### src/rtl/core/fsp_pkg.sv
`default_nettype none

package fsp_pkg;

   // Fixed widths of the stream payload fields.
   localparam int BYTE_W    = 8;
   localparam int KIND_W    = 3;
   localparam int VAL_W     = 32;
   localparam int SLOT_W    = 4;
   localparam int MODE_W    = 2;
   localparam int NUM_SLOTS = 16;

   // Characters with a special meaning in the text.
   localparam logic [BYTE_W-1:0] CH_GT       = 8'h3E;
   localparam logic [BYTE_W-1:0] CH_LF       = 8'h0A;
   localparam logic [BYTE_W-1:0] CH_CR       = 8'h0D;
   localparam logic [BYTE_W-1:0] CH_TAB      = 8'h09;
   localparam logic [BYTE_W-1:0] CH_SPACE    = 8'h20;
   localparam logic [BYTE_W-1:0] CH_UPPER_A  = 8'h41;
   localparam logic [BYTE_W-1:0] CH_UPPER_Z  = 8'h5A;
   localparam logic [BYTE_W-1:0] CASE_OFFSET = 8'd32;

   typedef enum logic [MODE_W-1:0] {
      MODE_SEQ,
      MODE_HDR,
      MODE_LEN,
      MODE_COMP
   } mode_type;

   typedef enum logic [KIND_W-1:0] {
      KIND_RESIDUE,
      KIND_HEADER,
      KIND_SEP,
      KIND_LENGTH,
      KIND_RECNUM,
      KIND_COUNT,
      KIND_ERROR
   } kind_type;

   typedef enum logic {
      ST_IDLE,
      ST_COUNTS
   } state_type;

   typedef struct packed {
      logic              hit;
      logic [SLOT_W-1:0] slot;
   } slot_type;

   // Map a byte to its composition slot in the order atgcwrmkysbvhdnx, either case.
   function automatic slot_type sym_slot(input logic [BYTE_W-1:0] b);
      logic [BYTE_W-1:0] lo;
      slot_type          r;
      lo = ((b >= CH_UPPER_A) && (b <= CH_UPPER_Z)) ? b + CASE_OFFSET : b;
      r.hit  = 1'b1;
      r.slot = '0;
      case (lo)
         "a": r.slot = 4'd0;
         "t": r.slot = 4'd1;
         "g": r.slot = 4'd2;
         "c": r.slot = 4'd3;
         "w": r.slot = 4'd4;
         "r": r.slot = 4'd5;
         "m": r.slot = 4'd6;
         "k": r.slot = 4'd7;
         "y": r.slot = 4'd8;
         "s": r.slot = 4'd9;
         "b": r.slot = 4'd10;
         "v": r.slot = 4'd11;
         "h": r.slot = 4'd12;
         "d": r.slot = 4'd13;
         "n": r.slot = 4'd14;
         "x": r.slot = 4'd15;
         default: r.hit = 1'b0;
      endcase
      return r;
   endfunction

endpackage

`default_nettype wire

### src/rtl/core/fsp_req_if.sv
`default_nettype none

interface fsp_req_if
   import fsp_pkg::*;
();
   logic              valid;
   logic              ready;
   logic [BYTE_W-1:0] stream_byte;
   logic              end_of_input;

   modport source (output valid, output stream_byte, output end_of_input, input ready);
   modport sink   (input valid, input stream_byte, input end_of_input, output ready);
endinterface

`default_nettype wire

### src/rtl/core/fsp_rsp_if.sv
`default_nettype none

interface fsp_rsp_if
   import fsp_pkg::*;
();
   logic              valid;
   logic              ready;
   logic [KIND_W-1:0] result_kind;
   logic [BYTE_W-1:0] char_value;
   logic [VAL_W-1:0]  count_value;
   logic [SLOT_W-1:0] symbol_index;
   logic              last_of_run;

   modport source (output valid, output result_kind, output char_value, output count_value,
                   output symbol_index, output last_of_run, input ready);
   modport sink   (input valid, input result_kind, input char_value, input count_value,
                   input symbol_index, input last_of_run, output ready);
endinterface

`default_nettype wire

### src/rtl/core/fasta_stream_parser_core.sv
// Output: each result is registered and is in the output register in the cycle after its input transfer.
// Throughput: one byte per cycle while the output register is free. A record end in
// composition mode holds the input while the symbol counts are read from the count
// memory and put out in slot order; the hold grows while the result channel stalls.
// Reset: synchronous, active high; clears control state and the 16 count valid bits.
// The count memory itself needs no clearing pass.
`default_nettype none

module fasta_stream_parser_core
   import fsp_pkg::*;
#(
   parameter int COUNT_WIDTH = 32
) (
   input  wire logic              clock,
   input  wire logic              reset,
   fsp_req_if.sink                req_if,
   fsp_rsp_if.source              rsp_if,
   input  wire logic              csr_wr_en,
   input  wire logic [MODE_W-1:0] csr_wr_data
);

   typedef logic [COUNT_WIDTH-1:0] cnt_type;

   localparam cnt_type CNT_MAX = '1;

   function automatic cnt_type sat_inc(input cnt_type v);
      return (v == CNT_MAX) ? v : v + 1'b1;
   endfunction

   // Control and stream state.
   state_type              state_ff, state_in;
   mode_type               mode_ff;
   logic                   in_header_ff, in_header_in;
   logic                   halted_ff, halted_in;
   cnt_type                rec_cnt_ff, rec_cnt_in;
   cnt_type                res_len_ff, res_len_in;
   logic [NUM_SLOTS-1:0]   vld_ff, vld_in;

   // Count memory and its read-modify-write pipeline.
   cnt_type                cnt_mem [NUM_SLOTS];
   logic [SLOT_W-1:0]      rd_addr;
   cnt_type                rd_data_ff;
   logic                   rd_vld_ff;
   logic                   pend_ff, pend_in;
   logic [SLOT_W-1:0]      pend_slot_ff, pend_slot_in;
   logic                   fwd_ok_ff;
   logic [SLOT_W-1:0]      fwd_slot_ff;
   cnt_type                fwd_data_ff;
   logic                   wr_en;
   cnt_type                wr_base;
   cnt_type                wr_data;

   // Composition readout sequencing.
   logic [SLOT_W-1:0]      idx_ff, idx_in;
   logic                   data_ok_ff, data_ok_in;

   // Output register.
   logic                   rsp_valid_ff, rsp_valid_in;
   kind_type               rsp_kind_ff, rsp_kind_in;
   logic [BYTE_W-1:0]      rsp_char_ff, rsp_char_in;
   logic [VAL_W-1:0]       rsp_count_ff, rsp_count_in;
   logic [SLOT_W-1:0]      rsp_index_ff, rsp_index_in;
   logic                   rsp_last_ff, rsp_last_in;
   logic                   out_load;
   logic                   out_free;

   logic                   acc;
   logic                   is_space;
   logic                   rec_end;
   slot_type               sym;

   assign out_free     = !rsp_valid_ff || rsp_if.ready;
   assign req_if.ready = (state_ff == ST_IDLE) && out_free;
   assign acc          = req_if.valid && req_if.ready;
   assign sym          = sym_slot(req_if.stream_byte);
   assign is_space     = (req_if.stream_byte == CH_SPACE) || (req_if.stream_byte == CH_TAB) ||
                         (req_if.stream_byte == CH_CR) || (req_if.stream_byte == CH_LF);
   assign rec_end      = req_if.end_of_input ||
                         (!in_header_ff && (req_if.stream_byte == CH_GT));

   // Write-back stage: the count read last cycle, or the value written last cycle when
   // that write went to the same slot while the read was under way.
   assign wr_en   = pend_ff;
   assign wr_base = (fwd_ok_ff && (fwd_slot_ff == pend_slot_ff)) ? fwd_data_ff :
                    (rd_vld_ff ? rd_data_ff : '0);
   assign wr_data = sat_inc(wr_base);

   // Next state, memory address and output register load.
   always_comb begin
      state_in     = state_ff;
      in_header_in = in_header_ff;
      halted_in    = halted_ff;
      rec_cnt_in   = rec_cnt_ff;
      res_len_in   = res_len_ff;
      vld_in       = vld_ff;
      pend_in      = 1'b0;
      pend_slot_in = pend_slot_ff;
      idx_in       = idx_ff;
      data_ok_in   = data_ok_ff;
      rd_addr      = sym.slot;
      out_load     = 1'b0;
      rsp_kind_in  = KIND_RESIDUE;
      rsp_char_in  = '0;
      rsp_count_in = '0;
      rsp_index_in = '0;
      rsp_last_in  = 1'b1;

      if (wr_en) begin
         vld_in[pend_slot_ff] = 1'b1;
      end

      case (state_ff)
         ST_IDLE: begin
            if (acc && !halted_ff) begin
               if (rec_end) begin
                  // Report the finished record as the mode asks.
                  if (rec_cnt_ff != '0) begin
                     case (mode_ff)
                        MODE_SEQ: begin
                           out_load    = 1'b1;
                           rsp_kind_in = KIND_SEP;
                        end
                        MODE_LEN: begin
                           out_load     = 1'b1;
                           rsp_kind_in  = KIND_LENGTH;
                           rsp_count_in = VAL_W'(res_len_ff);
                        end
                        MODE_COMP: begin
                           out_load     = 1'b1;
                           rsp_kind_in  = KIND_RECNUM;
                           rsp_count_in = VAL_W'(rec_cnt_ff);
                           rsp_last_in  = 1'b0;
                           state_in     = ST_COUNTS;
                           idx_in       = '0;
                           data_ok_in   = 1'b0;
                        end
                        default: begin
                        end
                     endcase
                  end
                  // Counts are cleared now, or after the readout in composition mode.
                  if (!((rec_cnt_ff != '0) && (mode_ff == MODE_COMP))) begin
                     vld_in = '0;
                  end
                  res_len_in = '0;
                  if (req_if.end_of_input) begin
                     rec_cnt_in   = '0;
                     in_header_in = 1'b0;
                  end else begin
                     rec_cnt_in   = sat_inc(rec_cnt_ff);
                     in_header_in = 1'b1;
                  end
               end else if (in_header_ff) begin
                  // Header text up to and including the line feed.
                  if (mode_ff == MODE_HDR) begin
                     out_load    = 1'b1;
                     rsp_kind_in = KIND_HEADER;
                     rsp_char_in = req_if.stream_byte;
                  end
                  if (req_if.stream_byte == CH_LF) begin
                     in_header_in = 1'b0;
                  end
               end else if (is_space) begin
                  // White space in sequence data is skipped.
               end else if (sym.hit) begin
                  res_len_in   = sat_inc(res_len_ff);
                  pend_in      = 1'b1;
                  pend_slot_in = sym.slot;
                  if (mode_ff == MODE_SEQ) begin
                     out_load    = 1'b1;
                     rsp_kind_in = KIND_RESIDUE;
                     rsp_char_in = req_if.stream_byte;
                  end
               end else if (mode_ff == MODE_SEQ) begin
                  out_load    = 1'b1;
                  rsp_kind_in = KIND_ERROR;
                  rsp_char_in = req_if.stream_byte;
                  halted_in   = 1'b1;
               end
            end
         end
         ST_COUNTS: begin
            // One count per cycle while the result channel is free; a read that overlaps a write is issued again.
            rd_addr    = idx_ff;
            data_ok_in = !wr_en;
            if (data_ok_ff && out_free) begin
               out_load     = 1'b1;
               rsp_kind_in  = KIND_COUNT;
               rsp_count_in = VAL_W'(rd_vld_ff ? rd_data_ff : '0);
               rsp_index_in = idx_ff;
               rsp_last_in  = (idx_ff == SLOT_W'(NUM_SLOTS - 1));
               rd_addr      = idx_ff + 1'b1;
               idx_in       = idx_ff + 1'b1;
               if (idx_ff == SLOT_W'(NUM_SLOTS - 1)) begin
                  state_in = ST_IDLE;
                  vld_in   = '0;
               end
            end
         end
         default: begin
            state_in = ST_IDLE;
         end
      endcase

      rsp_valid_in = out_load || (rsp_valid_ff && !rsp_if.ready);
   end

   // Control registers.
   always_ff @(posedge clock) begin
      if (reset) begin
         state_ff     <= ST_IDLE;
         mode_ff      <= MODE_SEQ;
         in_header_ff <= 1'b0;
         halted_ff    <= 1'b0;
         rec_cnt_ff   <= '0;
         res_len_ff   <= '0;
         vld_ff       <= '0;
         pend_ff      <= 1'b0;
         fwd_ok_ff    <= 1'b0;
         data_ok_ff   <= 1'b0;
         rsp_valid_ff <= 1'b0;
      end else begin
         state_ff     <= state_in;
         in_header_ff <= in_header_in;
         halted_ff    <= halted_in;
         rec_cnt_ff   <= rec_cnt_in;
         res_len_ff   <= res_len_in;
         vld_ff       <= vld_in;
         pend_ff      <= pend_in;
         fwd_ok_ff    <= wr_en;
         data_ok_ff   <= data_ok_in;
         rsp_valid_ff <= rsp_valid_in;
         if (csr_wr_en) begin
            mode_ff <= mode_type'(csr_wr_data);
         end
      end
   end

   // Payload registers of the pipeline and the output.
   always_ff @(posedge clock) begin
      pend_slot_ff <= pend_slot_in;
      idx_ff       <= idx_in;
      fwd_slot_ff  <= pend_slot_ff;
      fwd_data_ff  <= wr_data;
      rd_vld_ff    <= vld_ff[rd_addr];
      if (out_load) begin
         rsp_kind_ff  <= rsp_kind_in;
         rsp_char_ff  <= rsp_char_in;
         rsp_count_ff <= rsp_count_in;
         rsp_index_ff <= rsp_index_in;
         rsp_last_ff  <= rsp_last_in;
      end
   end

   // Symbol count memory: one write and one registered read per cycle.
   always_ff @(posedge clock) begin
      if (wr_en) begin
         cnt_mem[pend_slot_ff] <= wr_data;
      end
      rd_data_ff <= cnt_mem[rd_addr];
   end

   assign rsp_if.valid        = rsp_valid_ff;
   assign rsp_if.result_kind  = rsp_kind_ff;
   assign rsp_if.char_value   = rsp_char_ff;
   assign rsp_if.count_value  = rsp_count_ff;
   assign rsp_if.symbol_index = rsp_index_ff;
   assign rsp_if.last_of_run  = rsp_last_ff;

endmodule

`default_nettype wire

### src/flat_wrapper.sv
// flat-port wrapper written by rule: the top's interface ports become plain ports
module fasta_stream_parser_core_flat import fsp_pkg::*;
#(
   parameter int COUNT_WIDTH = 32
)
  (clock, reset, csr_wr_en, csr_wr_data, req_if_valid, req_if_stream_byte, req_if_end_of_input, req_if_ready, rsp_if_valid, rsp_if_result_kind, rsp_if_char_value, rsp_if_count_value, rsp_if_symbol_index, rsp_if_last_of_run, rsp_if_ready);
  fsp_req_if req_if_i ();
  fsp_rsp_if rsp_if_i ();
  input  wire logic clock;
  input  wire logic reset;
  input  wire logic csr_wr_en;
  input  wire logic [MODE_W-1:0] csr_wr_data;
  input wire logic [$bits(req_if_i.valid)-1:0] req_if_valid;
  input wire logic [$bits(req_if_i.stream_byte)-1:0] req_if_stream_byte;
  input wire logic [$bits(req_if_i.end_of_input)-1:0] req_if_end_of_input;
  output wire logic [$bits(req_if_i.ready)-1:0] req_if_ready;
  output wire logic [$bits(rsp_if_i.valid)-1:0] rsp_if_valid;
  output wire logic [$bits(rsp_if_i.result_kind)-1:0] rsp_if_result_kind;
  output wire logic [$bits(rsp_if_i.char_value)-1:0] rsp_if_char_value;
  output wire logic [$bits(rsp_if_i.count_value)-1:0] rsp_if_count_value;
  output wire logic [$bits(rsp_if_i.symbol_index)-1:0] rsp_if_symbol_index;
  output wire logic [$bits(rsp_if_i.last_of_run)-1:0] rsp_if_last_of_run;
  input wire logic [$bits(rsp_if_i.ready)-1:0] rsp_if_ready;
  assign req_if_i.valid = req_if_valid;
  assign req_if_i.stream_byte = req_if_stream_byte;
  assign req_if_i.end_of_input = req_if_end_of_input;
  assign req_if_ready = req_if_i.ready;
  assign rsp_if_valid = rsp_if_i.valid;
  assign rsp_if_result_kind = rsp_if_i.result_kind;
  assign rsp_if_char_value = rsp_if_i.char_value;
  assign rsp_if_count_value = rsp_if_i.count_value;
  assign rsp_if_symbol_index = rsp_if_i.symbol_index;
  assign rsp_if_last_of_run = rsp_if_i.last_of_run;
  assign rsp_if_i.ready = rsp_if_ready;
  fasta_stream_parser_core #(.COUNT_WIDTH(COUNT_WIDTH)) u_core (.clock(clock), .reset(reset), .req_if(req_if_i), .rsp_if(rsp_if_i), .csr_wr_en(csr_wr_en), .csr_wr_data(csr_wr_data));
endmodule
### config.mk
export PLATFORM = sky130hd
export DESIGN_NAME = fasta_stream_parser_core_flat
export DESIGN_NICKNAME = d
export VERILOG_FILES = /design/src/rtl/core/fsp_pkg.sv /design/src/rtl/core/fsp_req_if.sv /design/src/rtl/core/fsp_rsp_if.sv /design/src/rtl/core/fasta_stream_parser_core.sv /design/src/flat_wrapper.sv
export SDC_FILE = /design/constraint.sdc
export NUM_CORES = 1
export LEC_CHECK = 0
export ABC_CLOCK_PERIOD_IN_PS = 12850
export BUFFER_PORTS_ARGS = -buffer_cell sky130_fd_sc_hd__clkbuf_2
export CORE_MARGIN = 1.5
export CORE_UTILIZATION = 45
export DETAILED_ROUTE_END_ITERATION = 10
export PLACE_DENSITY = 0.61
export SKIP_CTS_REPAIR_TIMING = 1
export SYNTH_ARGS = -nofsm -noshare
export SYNTH_HDL_FRONTEND = slang
export SYNTH_SLANG_ARGS = --single-unit
### constraint.sdc
create_clock -name clock -period 12.85 [get_ports clock]
set_input_delay 2.57 -clock clock [delete_from_list [all_inputs] [get_ports clock]]
set_output_delay 2.57 -clock clock [all_outputs]
set_load 0.03 [all_outputs]
==> flow_metrics.tcl <==
set metrics [dict create \
    power_frac_seq_pct 50.5 \
    yosysMostFrequentCell "edfxtp_1" \
    async_reset_ff_share_pct 0 \
    ir_worst_vdd_v 0.0000881 \
    wirelength_microns 84000 \
    min_path_cells 1 \
    cts_buffers 77 \
    grt_pass1_vias 20000 \
    wl_per_cell_microns 25.4 \
    initial_core_util_pct 45.8 \
    die-height_microns 265 \
    rsz0062_at_grt "false" \
    grt_usage_pct 23.8 \
    die_x_microns 265 \
    met3_usage_pct 3.12 \
    intPower_mw 3.96 \
    drive_gt1_share_pct 18.5 \
    critPathRequiredTime_ns 10.28 \
    fmax_mhz 170 \
    swShare_pct 20.9 \
    finalHoldViolCount 0 \
    p_leak_nw 10.9 \
    yosys_warnings 0 \
    ys_ff_latch 726 \
    max_slew_margin_pct 11.5 \
    nNetsFinal 2386 \
    ios 66 \
    worst-r2r-cell-count 14 \
    fin_skew_ns 0.0243 \
    synth-edff-count 568 \
    maxCapViolations 0 \
    finalCritPeriodShare_pct 45.7 \
    hold_path.class "reg -> reg" \
    synthFlopType "edfxtp_1" \
    syn_avg_cell_area_sq_um 13.4 \
    grt_overflow 0 \
    path_class "in -> out" \
    yosysTopAreaCell "edfxtp_1" \
    cts_root_buf "clkbuf_16" \
    use_met1_pct 32.4 \
    netlist_instances 2306 \
    vias 20200 \
    power_density_mw_per_mm2 143 \
    power_frac_comb_pct 3.1 \
    ctsHtreeMaxLevel 3 \
    cts_sinks 726 \
    rows 95 \
    tns_ns 0 \
    synth_cell_types 73 \
    cp-start-kind "primary input" \
    clk_pin_slew_ns 0.06 \
    setup_viol 0 \
    synthTopCellsByArea "edfxtp_1 55%, dfxtp_1 10%, mux2_2 5.2%" \
    min_period_ns 5.87 \
    slew_viol_final 0 \
    grt_pass1_wl_microns 126000 \
    dieArea_sq_mm 0.0703 \
    grtUsageMet2_pct 39.1 \
    outcome "complete, no violations" \
    arrival_ns 3.30 \
    p_sw_mw 1.05 \
    remaining_drc_errors 0 \
    grt.busiest_layer "met2" \
    core_area_sq_mm 0.0675 \
    gp_congestion 0.924 \
    finalPower_mw 5.00 \
    dr.pass1.iters 6 \
    postRouteAntennaNets 0 \
    synth_common_cells "568 x edfxtp_1, 177 x o211ai_1, 158 x dfxtp_1" \
    crit_fanout 6 \
    clk_latency_ns 0.63 \
    grt_max_degree 158 \
    dp_hpwl_microns 48500 \
    syn_nets 2328 \
    synth_top_area_share_pct 55.2 \
    cts_tree "yes" \
    clockBufferDepth 3 \
    area_growth_pct 13.5 \
    syn_area_sq_mm 0.0309 \
    cp-end-kind "output port" \
    antenna_found_initial 0 \
    worstMarginPinSlew_ns 1.32 \
    clkPwrFrac_pct 46.4 \
    ys_seq_area_share_pct 65.4 \
    portBuffers 65 \
    drtIter0Drc 2153 \
    vias_per_cell 6.12 \
]
per-layer routing:
layer / up-vias / routed length [microns] / share of wire [%]
met4: 0 / 2810 / 3.3
met5: - / 0 / 0
li1: 9096 / - / -
met1: 10200 / 36000 / 43
met2: 723 / 40000 / 48
met3: 162 / 5180 / 6.2
worst paths after layout:
path / startpoint / slack (ns) / end
worst max-delay path: rsp_if_ready / 6.98 / req_if_ready
worst min-delay path: u_core.vld_ff[6]$_SDFF_PP0_ / 0.46 / u_core.vld_ff[6]$_SDFF_PP0_
worst max register to register: u_core.pend_slot_ff[1]$_DFFE_PP_ / 7.09 / u_core.cnt_mem[7][26]$_DFFE_PP_
worst min register to register: u_core.vld_ff[6]$_SDFF_PP0_ / 0.46 / u_core.vld_ff[6]$_SDFF_PP0_
registers in the layout (all words and copies together), names as in the netlist, 3 cells and up:
| name | flops |
|---|---|
| u_core.cnt_mem | 512 |
| u_core.fwd_data_ff | 32 |
| u_core.fwd_slot_ff | 4 |
| u_core.idx_ff | 4 |
| u_core.pend_slot_ff | 4 |
| u_core.rd_data_ff | 32 |
| u_core.rec_cnt_ff | 32 |
| u_core.res_len_ff | 32 |
| u_core.rsp_if.char_value | 8 |
| u_core.rsp_if.count_value | 32 |
| u_core.rsp_if.result_kind | 3 |
| u_core.rsp_if.symbol_index | 4 |
| u_core.vld_ff | 16 |
power by group through the flow:
stage / logic [mW] / registers (mW) / clock network, mW
final: 0.156 / 2.53 / 2.32
after global routing: 0.168 / 2.53 / 2.44
after CTS: 0.157 / 2.53 / 2.35
after detailed placement: 0.156 / 2.58 / 0
after global placement: 0.154 / 2.58 / 0
after floorplan: 0.0908 / 2.59 / 0
worst max-delay path, stage by stage:
cell	delay, ns
clkbuf_2	0.09
nor2b_1	0.34
nor2_1	0.10
clkbuf_2	0.21
cell type report:
cell class	instances	area (sq um)
fillers	5675	32500
repair buffers	129	818
clock buffers	102	2170
inverters	99	372
flip-flops and latches	726	20200
multi-input cells	1331	9900
well taps	873	1090
diodes	1	2.50
clock inverters	42	495
logic make-up (layout without fill, tap and decap cells):
group	count (synthesis)	count (layout)	share of synthesized area, %
compound gates	494	494	11.9
flops	726	726	65.4
xor+xnor	78	78	2.21
simple gates	558	558	9.51
other cells	0	1	0
fa+ha+maj	6	6	0.243
buf+inv	249	372	3.25
mux	195	195	7.46
metrics by stage:
stage / worst slack (ns) / hold WS, ns / cell area, sq um / util (%) / instances
floorplan: 7.23 / 0.349 / 30900 / - / 2306
global placement: 6.52 / 0.443 / 32400 / 47.9 / 3157
detailed placement: 6.49 / 0.450 / 32400 / 47.9 / 3157
CTS: 6.96 / 0.466 / 35000 / 51.9 / 3301
global route: 6.70 / 0.476 / 35100 / 51.9 / 3302
finish: 6.98 / 0.465 / 35100 / 51.9 / 3303
cell usage in the layout (no fill, tap or decap), types with 14 or more instances in the layout:
master / synthesis / layout
clkinv_2: 0 / 14
nor4_1: 16 / 16
clkbuf_16: 0 / 81
nand3_1: 53 / 53
clkbuf_2: 0 / 65
xor2_1: 34 / 34
nand2_1: 123 / 123
edfxtp_1: 568 / 568
xnor2_1: 44 / 42
mux2_2: 143 / 143
a222oi_1: 36 / 36
nor3_1: 21 / 17
or3_1: 36 / 35
inv_1: 99 / 99
o21ai_0: 57 / 57
o211a_1: 28 / 28
and3_1: 28 / 28
a221o_1: 20 / 20
o22ai_1: 19 / 19
o211ai_1: 177 / 177
clkbuf_1: 97 / 15
nand4_1: 66 / 66
buf_4: 2 / 63
or4b_1: 14 / 14
mux2i_1: 38 / 37
mux4_2: 14 / 14
dfxtp_1: 158 / 158
o21a_1: 17 / 16
a21oi_1: 56 / 55
and2_1: 25 / 25
nor2_1: 114 / 100
Power figures use the tool's default switching activity.
